$ cat src/jsu_pkg.sv
package jsu_pkg;

    // symbol codes, two's complement
    localparam logic signed [1:0] SYM_POS  = 2'sb01;
    localparam logic signed [1:0] SYM_ZERO = 2'sb00;
    localparam logic signed [1:0] SYM_NEG  = 2'sb11;

    // residues that flip the sign
    localparam logic [2:0] MOD8_THREE = 3'd3;
    localparam logic [2:0] MOD8_FIVE  = 3'd5;
    localparam logic [1:0] MOD4_THREE = 2'd3;

    typedef struct packed {
        logic load;
        logic halve;
        logic swap;
        logic mod_step;
        logic finish;
    } jsu_cmd_t;

    typedef struct packed {
        logic bad;
        logic a_zero;
        logic a_even;
        logic cnt_zero;
    } jsu_status_t;

    typedef enum logic [2:0] {
        S_IDLE = 3'b001,
        S_TEST = 3'b010,
        S_MOD  = 3'b100
    } jsu_state_t;

endpackage

$ cat src/jacobi_symbol_unit_top.sv
// Jacobi symbol (a/n) of two unsigned operands, one item at a time. The low
// OPERAND_WIDTH bits of each operand are used. Each factor of two is removed
// from a by one halving step, and each reciprocity round takes a mod n through
// a one-bit-per-cycle restoring remainder unit; rejected operands (n even, n
// below 3, a above n) finish with bad_operands set and symbol +1. A finished
// result sits in an output register, and the next operand beat is taken while
// it waits.
module jacobi_symbol_unit_top
    import jsu_pkg::*;
#(
    parameter int OPERAND_WIDTH = 64
)
(
    input  logic               clk,
    input  logic               rst_n,
    input  logic               in_valid,
    output logic               in_ready,
    input  logic [63:0]        operand_a,
    input  logic [63:0]        modulus_n,
    output logic               out_valid,
    input  logic               out_ready,
    output logic signed [1:0]  symbol,
    output logic               bad_operands
);

    jsu_cmd_t    cmd;
    jsu_status_t status;

    jsu_ctrl u_ctrl (
        .clk       (clk),
        .rst_n     (rst_n),
        .in_valid  (in_valid),
        .in_ready  (in_ready),
        .out_valid (out_valid),
        .out_ready (out_ready),
        .status    (status),
        .cmd       (cmd)
    );

    jsu_dp #(
        .W (OPERAND_WIDTH)
    ) u_dp (
        .clk          (clk),
        .cmd          (cmd),
        .operand_a    (operand_a[OPERAND_WIDTH-1:0]),
        .modulus_n    (modulus_n[OPERAND_WIDTH-1:0]),
        .status       (status),
        .symbol       (symbol),
        .bad_operands (bad_operands)
    );

endmodule

$ cat src/jsu_dp.sv
module jsu_dp
    import jsu_pkg::*;
#(
    parameter int W = 64
)
(
    input  logic                clk,
    input  jsu_cmd_t            cmd,
    input  logic [W-1:0]        operand_a,
    input  logic [W-1:0]        modulus_n,
    output jsu_status_t         status,
    output logic signed [1:0]   symbol,
    output logic                bad_operands
);

    localparam int CW = $clog2(W);

    logic [W-1:0]        a_reg, a_next;
    logic [W-1:0]        n_reg, n_next;
    logic [W-1:0]        r_reg, r_next;
    logic [CW-1:0]       cnt_reg, cnt_next;
    logic                neg_reg, neg_next;
    logic                bad_reg, bad_next;
    logic signed [1:0]   sym_reg, sym_next;
    logic                bado_reg, bado_next;

    logic [W:0]          rem_shift;
    logic                rem_ge;
    logic [W-1:0]        rem_new;

    // one restoring step of a mod n, dividend shifted out of a_reg msb first
    assign rem_shift = {r_reg, a_reg[W-1]};
    assign rem_ge    = rem_shift >= {1'b0, n_reg};
    assign rem_new   = rem_ge ? W'(rem_shift - {1'b0, n_reg}) : rem_shift[W-1:0];

    always_comb
    begin
        a_next    = a_reg;
        n_next    = n_reg;
        r_next    = r_reg;
        cnt_next  = cnt_reg;
        neg_next  = neg_reg;
        bad_next  = bad_reg;
        sym_next  = sym_reg;
        bado_next = bado_reg;
        if (cmd.load)
        begin
            a_next   = operand_a;
            n_next   = modulus_n;
            neg_next = 1'b0;
            bad_next = !modulus_n[0] || (modulus_n < W'(3)) || (operand_a > modulus_n);
        end
        if (cmd.halve)
        begin
            a_next = a_reg >> 1;
            if (n_reg[2:0] == MOD8_THREE || n_reg[2:0] == MOD8_FIVE)
                neg_next = !neg_reg;
        end
        if (cmd.swap)
        begin
            a_next   = n_reg;
            n_next   = a_reg;
            r_next   = '0;
            cnt_next = CW'(W - 1);
            if (a_reg[1:0] == MOD4_THREE && n_reg[1:0] == MOD4_THREE)
                neg_next = !neg_reg;
        end
        if (cmd.mod_step)
        begin
            r_next   = rem_new;
            cnt_next = cnt_reg - 1'b1;
            a_next   = (cnt_reg == '0) ? rem_new : (a_reg << 1);
        end
        if (cmd.finish)
        begin
            bado_next = bad_reg;
            if (bad_reg)
                sym_next = SYM_POS;
            else if (n_reg == W'(1))
                sym_next = neg_reg ? SYM_NEG : SYM_POS;
            else
                sym_next = SYM_ZERO;
        end
    end

    always_ff @(posedge clk)
    begin
        a_reg    <= a_next;
        n_reg    <= n_next;
        r_reg    <= r_next;
        cnt_reg  <= cnt_next;
        neg_reg  <= neg_next;
        bad_reg  <= bad_next;
        sym_reg  <= sym_next;
        bado_reg <= bado_next;
    end

    assign status.bad      = bad_reg;
    assign status.a_zero   = (a_reg == '0);
    assign status.a_even   = !a_reg[0];
    assign status.cnt_zero = (cnt_reg == '0);

    assign symbol       = sym_reg;
    assign bad_operands = bado_reg;

endmodule

$ cat src/jsu_ctrl.sv
module jsu_ctrl
    import jsu_pkg::*;
(
    input  logic         clk,
    input  logic         rst_n,
    input  logic         in_valid,
    output logic         in_ready,
    output logic         out_valid,
    input  logic         out_ready,
    input  jsu_status_t  status,
    output jsu_cmd_t     cmd
);

    jsu_state_t state_reg, state_next;
    logic       ovalid_reg, ovalid_next;
    logic       can_finish;

    assign can_finish = !ovalid_reg || out_ready;

    always_comb
    begin
        state_next = state_reg;
        cmd        = '0;
        case (state_reg)
            S_IDLE:
            begin
                if (in_valid)
                begin
                    cmd.load   = 1'b1;
                    state_next = S_TEST;
                end
            end
            S_TEST:
            begin
                if (status.bad || status.a_zero)
                begin
                    // wait for the output register to be free
                    if (can_finish)
                    begin
                        cmd.finish = 1'b1;
                        state_next = S_IDLE;
                    end
                end
                else if (status.a_even)
                    cmd.halve = 1'b1;
                else
                begin
                    cmd.swap   = 1'b1;
                    state_next = S_MOD;
                end
            end
            S_MOD:
            begin
                cmd.mod_step = 1'b1;
                if (status.cnt_zero)
                    state_next = S_TEST;
            end
            default:
            begin
                state_next = S_IDLE;
            end
        endcase
    end

    always_comb
    begin
        ovalid_next = ovalid_reg;
        if (cmd.finish)
            ovalid_next = 1'b1;
        else if (out_ready)
            ovalid_next = 1'b0;
    end

    always_ff @(posedge clk or negedge rst_n)
    begin
        if (!rst_n)
        begin
            state_reg  <= S_IDLE;
            ovalid_reg <= 1'b0;
        end
        else
        begin
            state_reg  <= state_next;
            ovalid_reg <= ovalid_next;
        end
    end

    assign in_ready  = (state_reg == S_IDLE);
    assign out_valid = ovalid_reg;

endmodule

$ cat config.mk
export PLATFORM = sky130hd
export DESIGN_NAME = jacobi_symbol_unit_top
export DESIGN_NICKNAME = d
export VERILOG_FILES = /design/src/jsu_pkg.sv /design/src/jacobi_symbol_unit_top.sv /design/src/jsu_dp.sv /design/src/jsu_ctrl.sv
export SDC_FILE = /design/constraint.sdc
export NUM_CORES = 1
export LEC_CHECK = 0
export ABC_AREA = 0
export BUFFER_PORTS_ARGS = -buffer_cell sky130_fd_sc_hd__buf_2
export CORE_ASPECT_RATIO = 2
export CORE_UTILIZATION = 35
export CTS_CLUSTER_DIAMETER = 100
export CTS_CLUSTER_SIZE = 28
export DETAILED_ROUTE_END_ITERATION = 16
export PLACE_DENSITY_LB_ADDON = 0.3
export SLEW_MARGIN = 20
export SYNTH_ARGS = -nofsm -noshare
export SYNTH_HDL_FRONTEND = slang
export SYNTH_SLANG_ARGS = --single-unit
export TNS_END_PERCENT = 30
$ cat constraint.sdc
create_clock -name clk -period 4.7 [get_ports clk]
set_clock_uncertainty 0.05 [all_clocks]
set_input_delay 0.94 -clock clk [delete_from_list [all_inputs] [get_ports clk]]
set_output_delay 0.94 -clock clk [all_outputs]
set_load 0.02 [all_outputs]
==> impl_metrics.py <==
metrics = {
    "timing": {
        "fin_tns_setup_ns": 0,
        "rsz0062_at_grt": "no",
        "setup_violations": 0,
        "slew_viol_final": 0,
        "min_period_ns": 4.28,
        "tightest_slew_ns": 1.23,
        "finalCritPeriodShare_pct": 91.0,
        "layout_setup_ws_ns": 0.421,
        "report.final.hold_viol_count": 0,
        "fmax_mhz": 234,
        "relSlewSlack_pct": 17.1,
    },
    "clock_network": {
        "clockRootBuffer": "clkbuf_16",
        "clock-sinks": 207,
        "insertion_delay_ns": 0.51,
        "ctsHoldBuffers": 0,
        "clk_pin_slew_worst_paths_ns": 0.13,
        "postCtsSetupBuffers": 0,
        "cts_tree": "done",
        "ctsLongestPathBuffers": 3,
        "cts_buffers": 11,
        "cts-resized-gates": 0,
        "htree_levels": 1,
    },
    "final_layout": {
        "fin_cells": 2631,
        "fillerInstances": 4942,
        "finalNetCount": 2255,
        "layout-drive-gt1-share_pct": 14.1,
        "diodes": 0,
        "syn_to_final_growth_pct": 9.57,
    },
    "yosys": {
        "syn_inst": 1915,
        "post-synth-top-count-cell": "edfxtp_1",
        "ys.flop_type": "edfxtp_1",
        "async_flop_share_pct": 1.93,
        "syn_avg_cell_area_um2": 8.98,
        "muxShareOfSynthArea_pct": 9.56,
        "synth_xor_area_share_pct": 3.16,
        "synth.ff_latch_count": 207,
        "syn_area_um2": 17200,
        "yosys.cell_types.count": 82,
        "synthSimpleGateAreaFrac_pct": 15.7,
        "synth_top_family_by_area": "compound AO/OA/AOI/OAI gates",
        "syn_nets": 2178,
        "yosysTopAreaCellShare_pct": 35.3,
        "synth_warnings": 0,
        "synthTopCellsByCount": "edfxtp_1, nand2_1, nor2_1",
        "synth_compound_area_share_pct": 19.9,
        "yosys-top-cells-area": "edfxtp_1, ha_1, mux2i_1, mux2_2, a21oi_1",
        "yosysSeqAreaShare_pct": 36.0,
        "synth_edf_count": 202,
        "synthAdderAreaFrac_pct": 9.58,
        "yosysTopAreaCell": "edfxtp_1",
    },
    "drt": {
        "drt-total-wl_mm": 67.2,
        "drt_first_pass_iters": 6,
        "maxUsedRoutingLayer": "met4",
        "antenna_left": 0,
        "routed-wl-met3_mm": 3.60,
        "dr_wl_met2_mm": 33.8,
        "vias": 15707,
        "drc": 0,
        "wirelength_met1_mm": 24.0,
        "drtIter0Drc": 1398,
        "viasPerCell": 5.97,
        "wl_per_cell_um": 25.5,
    },
    "power_and_ir_drop": {
        "p_int_mw": 4.72,
        "comb_power_share_pct": 50.7,
        "seq_power_share_pct": 36.7,
        "switching_share_pct": 46.6,
        "leakage_nw": 7.63,
        "max-vdd-ir-drop_mv": 0.293,
        "switchingPower_mw": 4.11,
        "powerDensity_nw_per_um2": 469,
        "clkPwrFrac_pct": 12.6,
    },
    "die": {
        "core_um2": 48400,
        "std_cell_rows": 114,
        "die_h_um": 315,
        "dieArea_um2": 50100,
        "chipWidth_um": 159,
        "start_util_pct": 35.6,
        "io_pins": 137,
    },
    "run": {
        "max-cap-violations": 0,
    },
    "critical_path": {
        "r2r_start": "u_dp.a_reg[63]",
        "path_max_fanout": 5,
        "crit_start": "u_dp.a_reg[63]",
        "cp.arrival_ns": 4.51,
        "worstSetupPathType": "reg2reg",
        "cp.required_ns": 4.93,
        "worst_setup_path_start_kind": "register",
        "worst_setup_path_end_kind": "register",
    },
    "global_routing": {
        "grt_pass1_wl_mm": 98.8,
        "antenna_found_initial": 1,
        "gr-total-overflow": 0,
        "track_usage_pct": 26.3,
        "grt_max_degree": 82,
        "grt_pass1_vias": 15760,
    },
    "place": {
        "port_buffers": 136,
        "place_ws_ns": 0.240,
        "dp.cells": 2617,
        "dpl.hpwl_mm": 52.3,
        "globalplace.congestion": 0.970,
    },
    "min_path": {
        "hold_class": "in2async",
    },
    "run_status": {
        "outcome": "completed",
    },
}
-- cell families (layout without fill, tap and decap cells) --
family	Yosys count	count (layout)
AOI/OAI and AO/OA	535	535
xor gates and xnor gates	62	62
adders and majority gates	131	131
buffers and inverters	259	337
DFF	207	207
muxes	156	156
and+or+nand+nor	565	565
-- final timing paths --
| path | endpoint | slack [ns] | depth (start not counted) |
|---|---|---|---|
| worst max-delay path | u_dp.a_reg[58] | 0.42 | 14 |
| min in group clk | u_dp.neg_reg | 0.47 | 1 |
| worst min register to register | u_dp.neg_reg | 0.47 | 1 |
| worst min-delay path | u_ctrl.out_valid | 0.17 | 1 |
| max in group asynchronous | u_ctrl.state_reg[0] | 4.23 | 1 |
| worst max register to register | u_dp.a_reg[58] | 0.42 | 14 |
-- critical path: stages, from the launching register on --
cell and delay [ns]:
edfxtp_1 0.44, inv_1 0.11, ha_1 0.18, inv_1 0.06, fa_1 0.40, a21o_1 0.22
a221o_1 0.37, a32o_1 0.32, o41ai_2 0.35, a2111o_1 0.31, a41oi_2 0.24, or4_1 0.46
a41oi_1 0.31, a21o_1 0.17, o21ai_1 0.06
-- stage by stage --
stage	hold WS (ns)	instance area, um^2	power, mW	utilization (%)
detailed placement	0.445	18500	7.66	38.3
CTS	0.158	18800	8.78	39.0
floorplan	0.394	17200	6.13	-
global placement	0.418	18500	7.64	38.3
global route	0.169	18800	9.28	39.0
finish	0.166	18800	8.83	39.0
-- cell usage in the layout, fill, tap and decap left out, types with 15 or more instances in the layout --
master | netlist | final
a21oi_1 | 144 | 144
a31oi_1 | 22 | 22
mux2i_1 | 90 | 90
a211oi_1 | 23 | 23
nor2b_1 | 16 | 15
o21ai_0 | 135 | 135
xor2_1 | 24 | 24
nand2_1 | 176 | 171
nor3_1 | 16 | 16
mux2_2 | 66 | 66
o21bai_1 | 17 | 17
nor2_1 | 151 | 151
xnor2_1 | 38 | 38
o22ai_1 | 19 | 19
inv_1 | 150 | 150
nand3_1 | 29 | 29
o211ai_1 | 47 | 47
buf_2 | 12 | 136
and2_1 | 17 | 16
buf_4 | 5 | 33
ha_1 | 130 | 130
edfxtp_1 | 202 | 202
nor4_1 | 53 | 53
nand4_1 | 50 | 50
a21o_1 | 40 | 40
-- layout make-up --
class | instances | area [um^2] | share of cell area [%]
repair buffers | 172 | 988 | 5.25
well taps | 638 | 798 | 4.24
multi-input cells | 1449 | 9990 | 53.0
inverters | 151 | 569 | 3.02
clock inverters | 1 | 20.0 | 0.106
flip-flops and latches | 207 | 6190 | 32.8
clock buffers | 13 | 283 | 1.50
-- layer usage --
| metal | up-vias | global-route usage (%) |
|---|---|---|
| li1 | 7224 | - |
| met1 | 7552 | 28.2 |
| met2 | 727 | 47.5 |
| met3 | 204 | 2.51 |
| met4 | 0 | 20.4 |
| met5 | - | 0 |
-- power groups by stage --
stage	Combinational [mW]	Sequential, mW	Clock [mW]
after global routing	4.84	3.27	1.17
final	4.48	3.24	1.12
after detailed placement	4.40	3.26	0
after global placement	4.38	3.26	0
after floorplan	3.13	3.00	0
after CTS	4.43	3.22	1.13
Note: power is estimated with default switching activity, not from simulation.
